### src/hw/rtl/sexpr_pkg.sv
package sexpr_pkg;

  typedef enum logic [2:0] {
    MODE_IDLE    = 3'd0,
    MODE_COMMENT = 3'd1,
    MODE_CMT_NL  = 3'd2,
    MODE_STRING  = 3'd3,
    MODE_ESCAPE  = 3'd4
  } mode_t;

  typedef enum logic [2:0] {
    EV_SYM_BYTE = 3'd0,
    EV_STR_BYTE = 3'd1,
    EV_SYM_END  = 3'd2,
    EV_STR_END  = 3'd3,
    EV_OPEN     = 3'd4,
    EV_CLOSE    = 3'd5,
    EV_EOS      = 3'd6
  } ev_t;

  typedef struct packed {
    ev_t        ev;
    logic [7:0] data;
    logic       num;
    logic       last;
  } res_t;

  localparam logic [7:0] CH_HASH   = 8'h23;
  localparam logic [7:0] CH_MINUS  = 8'h2D;
  localparam logic [7:0] CH_DOT    = 8'h2E;
  localparam logic [7:0] CH_LPAREN = 8'h28;
  localparam logic [7:0] CH_RPAREN = 8'h29;
  localparam logic [7:0] CH_QUOTE  = 8'h22;
  localparam logic [7:0] CH_BSLASH = 8'h5C;
  localparam logic [7:0] CH_SEMI   = 8'h3B;
  localparam logic [7:0] CH_LF     = 8'h0A;
  localparam logic [7:0] CH_CR     = 8'h0D;
  localparam logic [7:0] CH_SPACE  = 8'h20;
  localparam logic [7:0] CH_TAB    = 8'h09;
  localparam logic [7:0] CH_ZERO   = 8'h30;
  localparam logic [7:0] CH_NINE   = 8'h39;

endpackage

### src/hw/rtl/sexpr_tokenizer.sv
// Channel | Dir | Ports                                                | Handshake
// in      | in  | in_char_byte, in_end_of_input                        | in_valid / in_stall
// out     | out | out_event_res, out_data_byte, out_is_numeric, out_last | out_valid / out_stall
//
// A request is decoded in the cycle it is accepted; its results appear in the next cycle.
// Up to two results per request sit in a two-entry result queue; the head drives out_*.
// A request is taken when the queue is empty, or holds one result leaving this cycle:
// one request per cycle while out_stall is low and each request gives at most one result.
// rst_n (synchronous, active low) returns the lexer to idle and empties the queue.
// in_stall follows out_stall combinationally when one result is waiting.
module sexpr_tokenizer (
  input  logic       clk,
  input  logic       rst_n,
  input  logic       in_valid,
  output logic       in_stall,
  input  logic [7:0] in_char_byte,
  input  logic       in_end_of_input,
  output logic       out_valid,
  input  logic       out_stall,
  output logic [2:0] out_event_res,
  output logic [7:0] out_data_byte,
  output logic       out_is_numeric,
  output logic       out_last
);

  sexpr_pkg::mode_t mode_r, mode_nxt;
  logic       sym_open_r, sym_open_nxt;
  logic [1:0] sym_len_r, sym_len_nxt;
  logic       first_hash_r, first_hash_nxt;
  logic       first_minus_r, first_minus_nxt;
  logic       dot_seen_r, dot_seen_nxt;
  logic       sym_gen_r, sym_gen_nxt;

  sexpr_pkg::res_t e0_r, e0_nxt, e1_r, e1_nxt;
  logic [1:0] cnt_r, cnt_nxt;

  sexpr_pkg::res_t r0, r1;
  logic [1:0] nres;
  logic       in_fire, out_fire;
  logic [7:0] c;
  logic       is_nl, is_sp, is_digit, do_normal, sym_num;

  assign out_valid      = (cnt_r != 2'd0);
  assign out_fire       = out_valid && !out_stall;
  assign in_stall       = (cnt_r == 2'd2) || ((cnt_r == 2'd1) && out_stall);
  assign in_fire        = in_valid && !in_stall;
  assign out_event_res  = e0_r.ev;
  assign out_data_byte  = e0_r.data;
  assign out_is_numeric = e0_r.num;
  assign out_last       = e0_r.last;

  assign c        = in_char_byte;
  assign is_nl    = (c == sexpr_pkg::CH_LF) || (c == sexpr_pkg::CH_CR);
  assign is_sp    = is_nl || (c == sexpr_pkg::CH_SPACE) || (c == sexpr_pkg::CH_TAB);
  assign is_digit = (c >= sexpr_pkg::CH_ZERO) && (c <= sexpr_pkg::CH_NINE);
  assign sym_num  = ((sym_len_r == 2'd2) && first_hash_r) ? 1'b1 :
                    (sym_gen_r || (first_minus_r && (sym_len_r == 2'd1))) ? 1'b0 : 1'b1;

  always_comb begin
    mode_nxt        = mode_r;
    sym_open_nxt    = sym_open_r;
    sym_len_nxt     = sym_len_r;
    first_hash_nxt  = first_hash_r;
    first_minus_nxt = first_minus_r;
    dot_seen_nxt    = dot_seen_r;
    sym_gen_nxt     = sym_gen_r;
    r0.ev   = sexpr_pkg::EV_EOS;
    r0.data = 8'd0;
    r0.num  = 1'b0;
    r0.last = 1'b0;
    r1.ev   = sexpr_pkg::EV_EOS;
    r1.data = 8'd0;
    r1.num  = 1'b0;
    r1.last = 1'b1;
    nres      = 2'd0;
    do_normal = 1'b0;

    if (in_end_of_input) begin
      if ((mode_r == sexpr_pkg::MODE_STRING) || (mode_r == sexpr_pkg::MODE_ESCAPE)) begin
        r0.ev = sexpr_pkg::EV_STR_END;
        nres  = 2'd2;
      end else if (sym_open_r) begin
        r0.ev  = sexpr_pkg::EV_SYM_END;
        r0.num = sym_num;
        nres   = 2'd2;
      end else begin
        nres = 2'd1;
      end
      mode_nxt        = sexpr_pkg::MODE_IDLE;
      sym_open_nxt    = 1'b0;
      sym_len_nxt     = 2'd0;
      first_hash_nxt  = 1'b0;
      first_minus_nxt = 1'b0;
      dot_seen_nxt    = 1'b0;
      sym_gen_nxt     = 1'b0;
    end else begin
      case (mode_r)
        sexpr_pkg::MODE_COMMENT: begin
          if (is_nl) begin
            mode_nxt = sexpr_pkg::MODE_CMT_NL;
          end
        end
        sexpr_pkg::MODE_CMT_NL: begin
          do_normal = !is_nl;
        end
        sexpr_pkg::MODE_STRING: begin
          if (c == sexpr_pkg::CH_QUOTE) begin
            r0.ev    = sexpr_pkg::EV_STR_END;
            nres     = 2'd1;
            mode_nxt = sexpr_pkg::MODE_IDLE;
          end else if (c == sexpr_pkg::CH_BSLASH) begin
            mode_nxt = sexpr_pkg::MODE_ESCAPE;
          end else begin
            r0.ev   = sexpr_pkg::EV_STR_BYTE;
            r0.data = c;
            nres    = 2'd1;
          end
        end
        sexpr_pkg::MODE_ESCAPE: begin
          r0.ev    = sexpr_pkg::EV_STR_BYTE;
          r0.data  = c;
          nres     = 2'd1;
          mode_nxt = sexpr_pkg::MODE_STRING;
        end
        default: begin
          do_normal = 1'b1;
        end
      endcase

      if (do_normal) begin
        mode_nxt = sexpr_pkg::MODE_IDLE;
        if (is_sp || (c == sexpr_pkg::CH_LPAREN) || (c == sexpr_pkg::CH_RPAREN) ||
            (c == sexpr_pkg::CH_QUOTE)) begin
          // these all end an open symbol first
          if (sym_open_r) begin
            r0.ev  = sexpr_pkg::EV_SYM_END;
            r0.num = sym_num;
            nres   = 2'd1;
          end
          sym_open_nxt    = 1'b0;
          sym_len_nxt     = 2'd0;
          first_hash_nxt  = 1'b0;
          first_minus_nxt = 1'b0;
          dot_seen_nxt    = 1'b0;
          sym_gen_nxt     = 1'b0;
          if ((c == sexpr_pkg::CH_LPAREN) || (c == sexpr_pkg::CH_RPAREN)) begin
            if (sym_open_r) begin
              r1.ev = (c == sexpr_pkg::CH_LPAREN) ? sexpr_pkg::EV_OPEN : sexpr_pkg::EV_CLOSE;
              nres  = 2'd2;
            end else begin
              r0.ev = (c == sexpr_pkg::CH_LPAREN) ? sexpr_pkg::EV_OPEN : sexpr_pkg::EV_CLOSE;
              nres  = 2'd1;
            end
          end
          if (c == sexpr_pkg::CH_QUOTE) begin
            mode_nxt = sexpr_pkg::MODE_STRING;
          end
        end else if (c == sexpr_pkg::CH_SEMI) begin
          mode_nxt = sexpr_pkg::MODE_COMMENT;
        end else begin
          r0.ev   = sexpr_pkg::EV_SYM_BYTE;
          r0.data = c;
          nres    = 2'd1;
          sym_open_nxt = 1'b1;
          if (!sym_open_r) begin
            sym_len_nxt     = 2'd1;
            first_hash_nxt  = (c == sexpr_pkg::CH_HASH);
            first_minus_nxt = (c == sexpr_pkg::CH_MINUS);
            dot_seen_nxt    = (c == sexpr_pkg::CH_DOT);
            sym_gen_nxt     = !is_digit && (c != sexpr_pkg::CH_DOT) &&
                              (c != sexpr_pkg::CH_MINUS);
          end else begin
            if (sym_len_r != 2'd2) begin
              sym_len_nxt = sym_len_r + 2'd1;
            end
            if (c == sexpr_pkg::CH_DOT) begin
              dot_seen_nxt = 1'b1;
              sym_gen_nxt  = sym_gen_r || dot_seen_r;
            end else if (!is_digit) begin
              sym_gen_nxt = 1'b1;
            end
          end
        end
      end
    end
    r0.last = (nres == 2'd1);
  end

  always_comb begin
    e0_nxt  = e0_r;
    e1_nxt  = e1_r;
    cnt_nxt = cnt_r;
    if (in_fire) begin
      // queue is empty once the head leaves, so results load from the front
      e0_nxt  = r0;
      e1_nxt  = r1;
      cnt_nxt = nres;
    end else if (out_fire) begin
      e0_nxt  = e1_r;
      cnt_nxt = cnt_r - 2'd1;
    end
  end

  always_ff @(posedge clk) begin
    if (!rst_n) begin
      mode_r        <= sexpr_pkg::MODE_IDLE;
      sym_open_r    <= 1'b0;
      sym_len_r     <= 2'd0;
      first_hash_r  <= 1'b0;
      first_minus_r <= 1'b0;
      dot_seen_r    <= 1'b0;
      sym_gen_r     <= 1'b0;
      cnt_r         <= 2'd0;
    end else begin
      if (in_fire) begin
        mode_r        <= mode_nxt;
        sym_open_r    <= sym_open_nxt;
        sym_len_r     <= sym_len_nxt;
        first_hash_r  <= first_hash_nxt;
        first_minus_r <= first_minus_nxt;
        dot_seen_r    <= dot_seen_nxt;
        sym_gen_r     <= sym_gen_nxt;
      end
      cnt_r <= cnt_nxt;
    end
  end

  always_ff @(posedge clk) begin
    e0_r <= e0_nxt;
    e1_r <= e1_nxt;
  end

  a_cnt_range: assert property (@(posedge clk) disable iff (!rst_n)
    cnt_r != 2'd3)
    else $error("result queue count out of range");

  a_not_last_has_tail: assert property (@(posedge clk) disable iff (!rst_n)
    (out_valid && !out_last) |-> (cnt_r == 2'd2))
    else $error("non-final result without a queued follower");

  a_full_blocks_in: assert property (@(posedge clk) disable iff (!rst_n)
    (cnt_r == 2'd2) |-> in_stall)
    else $error("request taken while result queue full");

  a_data_zero: assert property (@(posedge clk) disable iff (!rst_n)
    (out_valid && (out_event_res != sexpr_pkg::EV_SYM_BYTE) &&
     (out_event_res != sexpr_pkg::EV_STR_BYTE)) |-> (out_data_byte == 8'd0))
    else $error("data byte set on a non-byte event");

  a_num_only_sym_end: assert property (@(posedge clk) disable iff (!rst_n)
    (out_valid && out_is_numeric) |-> (out_event_res == sexpr_pkg::EV_SYM_END))
    else $error("numeric flag on a non symbol-end event");

endmodule

### config.mk
export PLATFORM = sky130hd
export DESIGN_NAME = sexpr_tokenizer
export DESIGN_NICKNAME = d
export VERILOG_FILES = /design/src/hw/rtl/sexpr_pkg.sv /design/src/hw/rtl/sexpr_tokenizer.sv
export SDC_FILE = /design/constraint.sdc
export NUM_CORES = 1
export LEC_CHECK = 0
export ABC_AREA = 1
export BUFFER_PORTS_ARGS = -buffer_cell sky130_fd_sc_hd__buf_2
export CORE_MARGIN = 3
export CORE_UTILIZATION = 50
export DETAILED_ROUTE_END_ITERATION = 8
export PLACE_DENSITY = 0.72
export SETUP_SLACK_MARGIN = 0.5
export SLEW_MARGIN = 15
export SYNTH_ARGS = -nofsm -noshare
export SYNTH_HDL_FRONTEND = slang
export SYNTH_SLANG_ARGS = --single-unit
### constraint.sdc
create_clock -name clk -period 3.2 [get_ports clk]
set_input_delay 0.16 -clock clk [delete_from_list [all_inputs] [get_ports clk]]
set_output_delay 0.16 -clock clk [all_outputs]
set_load 0.01 [all_outputs]
==> impl_metrics.csv, run 1 <==
group,metric,value,unit
timing,clock.fmax,540.2,MHz
drt,vias_per_cell,5.173,
synth,synth_top_area_share,0.2444,
finish,multiInputGateArea,974.7,um^2
critical_path,crit_slowest_cell,"or2_2",
drt,ant_nets,0,
drt,wl_per_cell,12.51,um
drt,top_layer_used,"met4",
place,placed_area,2024,um^2
clock_tree,holdBufCountCts,0,
global_routing,grt_use_total,0.2136,
place,place_congestion,0.9218,
power,intPower,564.2,uW
finish,area_growth,12.36,%
finish,drive_gt1_frac,0.1695,
global_routing,grt_max_degree,16,
global_routing,antenna_found_initial,0,
synth,synth_cell_types,30,
place,hpwl,3401,um
critical_path,cp-start-kind,"flip-flop",
clock_tree,clock_path_buffers,2,
critical_path,crit_path_end_kind,"flip-flop",
worst_hold_path,worstHoldPathCells,3,
synth,syn_inst,266,
critical_path,required,3.24,ns
synth,ys_top_cells_by_area,"edfxtp_1 24%, nand2_1 15%, dfxtp_1 13%",
synth,postSynth.topFlopCell,"edfxtp_1",
outcome,status,"complete, no violations",
clock_tree,cts_resized,0,
critical_path,crit_top_cell,"inv_1",
global_routing,grt_pass1_wl,7176,um
drt,routed_wl,4266,um
power,power.leakage,1.016,nW
power,power_density,395.2,nW/um^2
timing,tightest_slew,0.5335,ns
drt,vias,1764,
synth,synth_warnings,0,
synth,synth_seq_cells,27,
synth,synth_edf_count,15,
power,sw_frac_of_total,0.3106,
clock_tree,clock_latency,0.28,ns
floorplanning,die_h,66.71,um
drt,wl_met2,2009,um
clock_tree,htreeDepth,1,
finish,num-fill-cells,336,
timing,period_needed,1.851,ns
floorplanning,ios,28,
clock_tree,path_clk_slew,0.09,ns
synth,synth.largest_area_cell,"edfxtp_1",
drt,first_pass_iters,5,
clock_tree,cts_buffers,3,
timing,tns,0,ns
critical_path,path_class,"reg -> reg",
drt,wl_met3,221,um
clock_tree,cts_tree,"done",
finish,insertedDiodeCount,0,
power,ir_drop,0.2063,mV
timing,fin_crit_sh,0.5785,
worst_hold_path,hold_class,"in -> reg",
power,p_total,818.4,uW
timing,setup_viol,0,
timing,slew_headroom,0.6434,
power,power.switching,254.2,uW
power,combPwrFrac,0.242,
floorplanning,start_util,0.5354,
drt,wl_met1,1963,um
synth,async_reset_ff_frac,0,
clock_tree,root_buffer,"clkbuf_8",
floorplanning,dieArea,4450,um^2
run,max_cap_violations,0,
drt,remaining_drc_errors,0,
drt,first_iter_violations,162,
finish,final_cell_area,2071,um^2
timing,rsz0062_at_grt,"no",
clock_tree,cts_num_sinks,27,
finish,nets,314,
place,io_buffers,27,
synth,syn-num-nets,284,
power,p_clk_frac,0.242,
critical_path,path_cells,"inv_1 -> ha_1 -> inv_1 -> nand3_1 -> clkinv_1 -> or2_2 -> a21boi_1",
critical_path,cpPeakStageDelay,0.37,ns
synth,syn_area_per_cell,6.929,um^2
floorplanning,die_w,66.71,um
floorplanning,rows,21,
critical_path,r2r_slack,1.35,ns
global_routing,grt_pass1_vias,1591,
finish,seq_area,690.7,um^2
floorplanning,core_area,3442,um^2
timing,hold_viol_final,0,
timing,fin_skew,0.001816,ns
global_routing,gr-total-overflow,0,
clock_tree,postCtsSetupRepairBufs,0,
critical_path,cp_max_fo,10,
synth,synth_area,1843,um^2
critical_path,critPathArrivalTime,1.89,ns
power,p_seq_frac,0.516,
timing,drv_slew,0,
critical_path,r2r_cells,7,
synth,seq_area_frac_synth,0.3747,
power by group through the flow:
| stage | combinational (mW) | clock [mW] | sequential, mW |
|---|---|---|---|
| 2_1_floorplan | 0.120 | 0 | 0.443 |
| 3_3_place_gp | 0.200 | 0 | 0.431 |
| 3_5_place_dp | 0.199 | 0 | 0.431 |
| 4_1_cts | 0.199 | 0.204 | 0.423 |
| 5_1_grt | 0.229 | 0.218 | 0.428 |
| 6_report | 0.198 | 0.198 | 0.423 |
worst paths after layout:
kind | start | to
setup / recovery | cnt_r[0]$_SDFFE_PN0P_ | out_event_res[1]$_DFFE_PP_
hold / removal | rst_n | sym_len_r[1]$_SDFFE_PN0P_
setup reg to reg | cnt_r[0]$_SDFFE_PN0P_ | out_event_res[1]$_DFFE_PP_
hold reg to reg | dot_seen_r$_SDFFE_PN0P_ | dot_seen_r$_SDFFE_PN0P_
placed cells by master, fill, tap and decap left out, types with 4 or more instances in the layout:
cell / count
buf_2: 27
edfxtp_1: 15
nor2_4: 6
o21ai_0: 11
nand2_1: 72
nand2_2: 4
nor3_1: 9
a21oi_1: 13
inv_1: 39
nor2_1: 30
nand3_1: 21
dfxtp_1: 12
nand4_1: 7
ha_1: 5
registers in the layout, indices dropped and copies added (netlist names), 2 cells and up:
signal / cells
cnt_r: 2
e1_r: 2
mode_r: 3
out_data_byte: 8
out_event_res: 3
sym_len_r: 2
layout make-up:
cell class | instances | area share
inverters | 44 | 0.08036
clock inverters | 1 | 0.002417
flip-flops and latches | 27 | 0.3335
well taps | 46 | 0.02779
multi-input cells | 193 | 0.4707
clock buffers | 3 | 0.01994
repair buffers | 27 | 0.06526
metal layers:
layer  up-vias  global-route usage
li1        922                   -
met1       776              0.2866
met2        57              0.3453
met3         9             0.04047
met4         0             0.06599
met5         -                   0
cells by family (layout without fill, tap and decap cells):
group	Yosys count	after routing	share of synthesized area
AND/OR/NAND/NOR	156	156	0.3958
buffers and inverters	46	75	0.09640
adder cells (fa/ha/maj)	5	5	0.03394
flip-flops	27	27	0.3747
AO/OA/AOI/OAI	32	32	0.09913
cells in the mapped netlist, types with 2 or more instances:
cell and number:
nor3_1 9, dfxtp_1 12, nand2_1 72, nand3_2 3, nand2_2 4, nand3_1 21
inv_1 39, nor2_1 30, ha_1 5, edfxtp_1 15, clkinv_1 2, nand4_1 7
or2_2 2, o21ai_0 11, nor2_4 6, inv_2 2, a21oi_1 13
through the flow:
stage | setup WS [ns] | util | hold WS [ns] | instances
final | 1.349 | 0.6016 | 0.1669 | 341
after global routing | 1.174 | 0.6016 | 0.1797 | 341
after CTS | 1.342 | 0.6016 | 0.1670 | 341
after detailed placement | 1.355 | 0.5882 | 0.4673 | 337
after global placement | 1.420 | 0.5882 | 0.4499 | 337
after floorplan | 1.565 | - | 0.2804 | 266
critical path, delay by kind of cell, from the launching register on:
kind                       cells  cell delay (ns)
DFF                            1             0.33
and+or+nand+nor                2             0.54
buffers and inverters          3             0.47
AOI/OAI and AO/OA              1             0.12
adders and majority gates      1             0.15
No activity file was read; power rests on OpenSTA's default activity.
==> run 2, diff against run 1 <==
--- a/config.mk
+++ b/config.mk
@@ -5,7 +5,7 @@
 export SDC_FILE = /design/constraint.sdc
 export NUM_CORES = 1
 export LEC_CHECK = 0
-export ABC_AREA = 1
+export ABC_AREA = 0
 export BUFFER_PORTS_ARGS = -buffer_cell sky130_fd_sc_hd__buf_2
 export CORE_MARGIN = 3
 export CORE_UTILIZATION = 50
==> constraint.sdc (replaced) <==
create_clock -name clk -period 1.92 [get_ports clk]
set_input_delay 0.096 -clock clk [delete_from_list [all_inputs] [get_ports clk]]
set_output_delay 0.096 -clock clk [all_outputs]
set_load 0.01 [all_outputs]
==> run 2 against run 1 <==
  * The flow now finishes with violations (setup timing)
  * Maximum frequency is 10% lower
  * Global-route usage grew 5.5 points
  * Flip-flop and latch count stayed put
  * Sequential power up 70%
  * Synthesized cell count is 26% lower
  * Worst setup slack got worse by 1.5 ns
  * Die area is 5.8% lower
  * Critical path depth is the same
  * Total power rose by 89%
  * Critical endpoint is now out_event_res[0]$_DFFE_PP_
  * Largest cell class unchanged
==> impl_metrics.csv, run 2 <==
group,metric,value,unit
global_routing,grt_max_degree,18,
place,placed_area,2243,um^2
worst_hold_path,hold_end,"sym_open_r$_SDFFE_PN0P_",
clock_tree,cts_buffers,3,
floorplanning,dieArea,4192,um^2
floorplanning,rows,20,
drt,first_iter_violations,244,
critical_path,r2r-start,"mode_r[2]$_SDFFE_PN0P_",
critical_path,r2r_slack,-0.14,ns
synth,postSynth.topFlopCell,"edfxtp_1",
place,detailedPlace.worstSlack,-0.2072,ns
power,ir_drop,0.3319,mV
finish,largest_register_ffs,8,
power,p_clk_frac,0.164,
floorplanning,start_util,0.5429,
finish,final_cell_mix,"47 x buf_4, 26 x buf_2, 18 x nor2_1",
synth,synth_area,1725,um^2
place,place_congestion,0.8671,
drt,wl_per_cell,18.65,um
critical_path,r2r-end,"out_event_res[0]$_DFFE_PP_",
clock_tree,path_clk_slew,0.14,ns
synth,syn_inst,197,
critical_path,cp_max_fo,5,
critical_path,critPathArrivalTime,2.26,ns
drt,wl_met1,2368,um
global_routing,grt_pass1_vias,1797,
drt,wl_met2,2997,um
timing,setup_slack,-0.1430,ns
power,power.leakage,1.110,nW
drt,vias,1948,
finish,final_common_cell,"buf_4",
finish,area_growth,56.78,%
clock_tree,cts_num_sinks,27,
floorplanning,core_area,3178,um^2
synth,yosysMostFrequentCell,"nor2_1",
clock_tree,root_buffer,"clkbuf_4",
drt,ant_nets,0,
drt,vias_per_cell,6.012,
timing,holdWs,0.1101,ns
synth,synth_top_area_share,0.2611,
drt,wl_met3,496,um
synth,synth_seq_cells,27,
clock_tree,holdBufCountCts,0,
clock_tree,cts_tree,"done",
finish,drive_gt1_frac,0.5214,
power,power_density,571.8,nW/um^2
drt,remaining_drc_errors,0,
synth,async_reset_ff_frac,0,
synth,synth_warnings,0,
critical_path,crit_path_end_kind,"flip-flop",
place,hpwl,3400,um
power,power.switching,507.6,uW
global_routing,gr-total-overflow,0,
outcome,violations,"setup timing",
drt,first_pass_iters,4,
synth,synth.largest_area_cell,"edfxtp_1",
power,p_seq_frac,0.465,
place,io_buffers,27,
timing,tightest_slew,0.6303,ns
synth,synthTopCellsByCount,"22 x nor2_1, 15 x edfxtp_1, 15 x nand2_1, 14 x o21ai_0",
synth,synth_edf_count,15,
place,place_inst,303,
power,combPwrFrac,0.370,
finish,nets,299,
floorplanning,ios,28,
clock_tree,clock_latency,0.34,ns
critical_path,required,2.12,ns
power,sw_frac_of_total,0.3281,
worst_hold_path,worstHoldPathCells,2,
worst_hold_path,hold_class,"in -> reg",
floorplanning,die_w,64.75,um
finish,final_util,0.8512,
synth,syn_area_per_cell,8.758,um^2
global_routing,grt_use_total,0.2689,
synth,synth_cell_types,50,
outcome,status,"complete, but fails checks",
timing,clock.fmax,484.7,MHz
power,intPower,1.039,mW
timing,drv_slew,0,
finish,instances_no_fill,324,
finish,final_cell_area,2705,um^2
drt,top_layer_used,"met4",
global_routing,grt_pass1_wl,8694,um
timing,fin_skew,0.005361,ns
worst_hold_path,hold_start,"rst_n",
floorplanning,die_h,64.75,um
timing,slew_headroom,0.5760,
timing,setup_viol,4,
critical_path,path_class,"reg -> reg",
global_routing,antenna_found_initial,0,
synth,syn-num-nets,215,
synth,seq_area_frac_synth,0.4003,
timing,fin_crit_sh,1.074,
run,max_cap_violations,0,
clock_tree,clock_path_buffers,2,
timing,hold_viol_final,0,
synth,ys_top_cells_by_area,"edfxtp_1 26%, dfxtp_1 14%, nor2_1 4.8%",
timing,rsz0062_at_grt,"yes",
timing,period_needed,2.063,ns
drt,routed_wl,6041,um
critical_path,cp-start-kind,"flip-flop",
clock_tree,htreeDepth,1,
critical_path,r2r_cells,7,
finish,insertedDiodeCount,0,
==> run 2: worst max-delay path by stage <==
| stage | startpoint | to | slack, ns | cells past startpoint |
|---|---|---|---|---|
| after floorplan | in_char_byte[7] | out_event_res[0]$_DFFE_PP_ | -0.04 | 6 |
| after global placement | in_char_byte[7] | out_event_res[0]$_DFFE_PP_ | -0.16 | 7 |
| after detailed placement | in_char_byte[7] | out_event_res[0]$_DFFE_PP_ | -0.21 | 7 |
| after CTS | mode_r[1]$_SDFFE_PN0P_ | out_event_res[0]$_DFFE_PP_ | -0.01 | 7 |
| after global routing | mode_r[2]$_SDFFE_PN0P_ | out_event_res[0]$_DFFE_PP_ | -0.20 | 7 |
| final | mode_r[2]$_SDFFE_PN0P_ | out_event_res[0]$_DFFE_PP_ | -0.14 | 7 |
==> run 2: metal layers <==
metal	vias to the layer above	GRT usage
li1	895	-
met1	905	0.3221
met2	126	0.4662
met3	22	0.03640
met4	0	0.1372
met5	-	0
==> run 2: repair_timing <==
| item | 4_1_cts | 5_1_grt |
|---|---|---|
| pin swaps | 14 | 10 |
| gates cloned | 1 | 0 |
| buffers inserted | 9 | 7 |
| endpoints found under the setup margin | 43 | 43 |
| endpoints found under the hold margin | 0 | 0 |
| resized for setup | 44 | 32 |
==> run 2: worst max-delay path, stage by stage, from the launching register on <==
cell and delay, ns:
dfxtp_2 0.37, nand2b_4 0.12, a2111oi_2 0.03, buf_4 0.14, or3_4 0.36, or3_4 0.36
or3_4 0.37, a31oi_4 0.18
==> run 2: layout make-up <==
cell class	instances	area (um^2)
clock buffer	4	26.28
fill	170	473.0
inverter	11	48.80
multi-input combinational	150	1219
sequential	27	704.4
tap	44	55.05
timing repair buffer	88	651.9
==> run 2: power groups by stage <==
stage	combinational [mW]	sequential, mW	clock, mW
final	0.573	0.720	0.254
after global routing	0.610	0.725	0.283
after CTS	0.454	0.710	0.254
after detailed placement	0.376	0.720	0
after global placement	0.366	0.718	0
after floorplan	0.196	0.741	0
==> run 2: kinds of logic after synthesis <==
kind of cell               count (synthesis)  synth area share
buffers and inverters                     20           0.04496
DFF                                       27            0.4003
muxes                                      3           0.01740
AOI/OAI and AO/OA                         57            0.2313
and+or+nand+nor                           84            0.2647
xor gates and xnor gates                   1          0.005077
adders and majority gates                  5           0.03626
==> run 2: through the flow <==
step / TNS [ns] / total power [mW]
after floorplan: -0.04068 / 0.9365
after global placement: -1.281 / 1.084
after detailed placement: -1.933 / 1.096
after CTS: -0.01597 / 1.418
after global routing: -1.036 / 1.618
final: -0.2598 / 1.547
==> run 3, diff against run 2 <==
--- a/config.mk
+++ b/config.mk
@@ -5,7 +5,7 @@
 export SDC_FILE = /design/constraint.sdc
 export NUM_CORES = 1
 export LEC_CHECK = 0
-export ABC_AREA = 0
+export ABC_AREA = 1
 export BUFFER_PORTS_ARGS = -buffer_cell sky130_fd_sc_hd__buf_2
 export CORE_MARGIN = 3
 export CORE_UTILIZATION = 50
==> run 3 against run 2 <==
  * The flow now finishes without violations
  * Count of clock-buffer cells in the layout unchanged
  * Cell area decreased by 0.69%
  * Worst setup slack improved by 0.48 ns
  * Global-route usage decreased by 3.2 points
  * Critical endpoint is now cnt_r[0]$_SDFFE_PN0P_
  * Critical path depth decreased by 1
  * Core utilization decreased by 7.1 points
  * Flip-flop and latch count unchanged
  * Largest power group unchanged
  * Hold slack improved by 0.014 ns
  * Total power about the same
==> impl_metrics.csv, run 3 (synthesized netlist as in run 1, its figures left out) <==
group,metric,value,unit
power,intPower,1.024,mW
finish,final_cell_mix,"55 x nand2_1, 27 x buf_2, 26 x inv_1",
global_routing,grt_pass1_wl,8148,um
finish,final_common_cell,"nand2_1",
critical_path,r2r-start,"cnt_r[1]$_SDFFE_PN0P_",
drt,routed_wl,5901,um
finish,drive_gt1_frac,0.4611,
power,p_total,1.547,mW
finish,largest_register_ffs,8,
global_routing,grt_use_total,0.2364,
run,max_cap_violations,0,
timing,rsz0062_at_grt,"yes",
timing,fin_crit_sh,0.8231,
finish,instances_no_fill,367,
critical_path,crit_slowest_cell,"dfxtp_4",
worst_hold_path,hold_end,"first_minus_r$_SDFFE_PN0P_",
critical_path,crit_path_end_kind,"flip-flop",
place,hpwl,3321,um
place,place_congestion,0.9540,
power,power.switching,523.8,uW
global_routing,antenna_found_initial,0,
floorplanning,core_area,3442,um^2
drt,first_pass_iters,5,
clock_tree,path_clk_slew,0.09,ns
power,p_clk_frac,0.208,
critical_path,critical_path.top_delay_family,"compound AO/OA/AOI/OAI gates",
global_routing,grt_max_degree,15,
timing,hold_viol_final,0,
clock_tree,root_buffer,"clkbuf_8",
power,ir_drop,0.3348,mV
critical_path,required,2.08,ns
critical_path,crit_buf_inv,2,
power,power_density,576.0,nW/um^2
clock_tree,cts_num_sinks,27,
outcome,status,"complete, no violations",
floorplanning,ios,28,
clock_tree,cts_tree,"done",
timing,fin_skew,0.007133,ns
clock_tree,clock_path_buffers,2,
critical_path,r2r_cells,6,
timing,tightest_slew,0.4070,ns
power,combPwrFrac,0.333,
floorplanning,die_w,66.71,um
drt,vias_per_cell,5.602,
worst_hold_path,hold_class,"in -> reg",
critical_path,r2r-end,"cnt_r[0]$_SDFFE_PN0P_",
clock_tree,clock_latency,0.27,ns
timing,setup_viol,0,
floorplanning,start_util,0.5354,
timing,tns,0,ns
clock_tree,cts_buffers,3,
critical_path,cp_max_fo,5,
finish,insertedDiodeCount,0,
critical_path,critPathArrivalTime,1.74,ns
timing,drv_slew,0,
floorplanning,rows,21,
place,place_inst,337,
timing,slew_headroom,0.7283,
critical_path,cpPeakStageDelay,0.39,ns
critical_path,path_class,"reg -> reg",
clock_tree,holdBufCountCts,0,
finish,area_growth,45.76,%
worst_hold_path,hold_start,"rst_n",
timing,period_needed,1.580,ns
drt,first_iter_violations,152,
clock_tree,htreeDepth,1,
critical_path,r2r_slack,0.34,ns
drt,wl_per_cell,16.08,um
worst_hold_path,worstHoldPathCells,3,
drt,remaining_drc_errors,0,
power,p_seq_frac,0.459,
power,power.leakage,1.210,nW
finish,nets,340,
global_routing,gr-total-overflow,0,
critical_path,cp-start-kind,"flip-flop",
critical_path,path_cells,"inv_4 -> buf_4 -> ha_4 -> or2_4 -> o31ai_4 -> a21oi_2",
timing,clock.fmax,632.8,MHz
drt,ant_nets,0,
drt,vias,2056,
place,io_buffers,27,
global_routing,grt_pass1_vias,1844,
power,sw_frac_of_total,0.3385,
floorplanning,die_h,66.71,um
floorplanning,dieArea,4450,um^2
==> run 3: changes by cell type in the layout (fill, tap and decap cells not counted), sizes merged, moves of 4 or more <==
cell	change
inv	+30
nand2b	-7
nor3	+7
clkinv	+4
nor2b	-7
nand3	+20
nand2	+64
and2	-7
or3	-5
buf	-38
nor2	+14
nand4	+7
==> run 3: timing repair <==
item,in CTS,in global routing
gates cloned,1,2
buffers inserted,16,7
pin swaps,14,27
resized for setup,52,60
setup endpoints to repair,38,38
==> run 3: per-stage QoR <==
| step | utilization | setup slack (ns) | cell area [um^2] | hold WS, ns |
|---|---|---|---|---|
| finish | 0.7804 | 0.3397 | 2686 | 0.1244 |
| global placement | 0.5976 | 0.2255 | 2057 | 0.3969 |
| CTS | 0.6987 | 0.4714 | 2405 | 0.1188 |
| floorplan | - | 0.4872 | 1876 | 0.2164 |
| detailed placement | 0.5976 | 0.2443 | 2057 | 0.4025 |
| global route | 0.7804 | 0.2878 | 2686 | 0.1270 |
==> run 3: worst max path at each step <==
| stage | start | to | slack, ns | cells past startpoint |
|---|---|---|---|---|
| 2_1_floorplan | cnt_r[0]$_SDFFE_PN0P_ | out_event_res[1]$_DFFE_PP_ | 0.49 | 7 |
| 3_3_place_gp | cnt_r[0]$_SDFFE_PN0P_ | out_data_byte[7]$_SDFFCE_PP0P_ | 0.23 | 7 |
| 3_5_place_dp | cnt_r[0]$_SDFFE_PN0P_ | out_data_byte[7]$_SDFFCE_PP0P_ | 0.24 | 7 |
| 4_1_cts | cnt_r[0]$_SDFFE_PN0P_ | out_event_res[1]$_DFFE_PP_ | 0.47 | 7 |
| 5_1_grt | cnt_r[1]$_SDFFE_PN0P_ | cnt_r[0]$_SDFFE_PN0P_ | 0.29 | 6 |
| 6_report | cnt_r[1]$_SDFFE_PN0P_ | cnt_r[0]$_SDFFE_PN0P_ | 0.34 | 6 |
==> run 3: final cells by class <==
class,instances,area (um^2)
Tap cell,46,57.56
Timing Repair inverter,1,8.758
Sequential cell,27,710.7
Inverter,44,191.4
Multi-Input combinational cell,195,1358
Clock buffer,4,45.04
Fill cell,228,755.7
Timing Repair Buffer,50,315.3
==> run 3: worst register-to-register path, stage by stage, from the launching register on <==
cell     delay, ns
dfxtp_4       0.39
inv_4         0.05
buf_4         0.13
ha_4          0.15
or2_4         0.32
o31ai_4       0.33
a21oi_2       0.10
==> run 3: power groups by stage <==
stage	logic (mW)	clock network, mW	registers [mW]
global route	0.562	0.346	0.717
floorplan	0.212	0	0.738
CTS	0.411	0.318	0.712
global placement	0.343	0	0.718
finish	0.515	0.322	0.710
detailed placement	0.342	0	0.718
==> run 3: per-layer routing <==
layer	track usage	vias to the layer above	wire, um
li1	-	984	-
met1	0.3008	961	2323
met2	0.4134	92	3018
met3	0.02530	19	346
met4	0.07868	0	212
met5	0	-	0
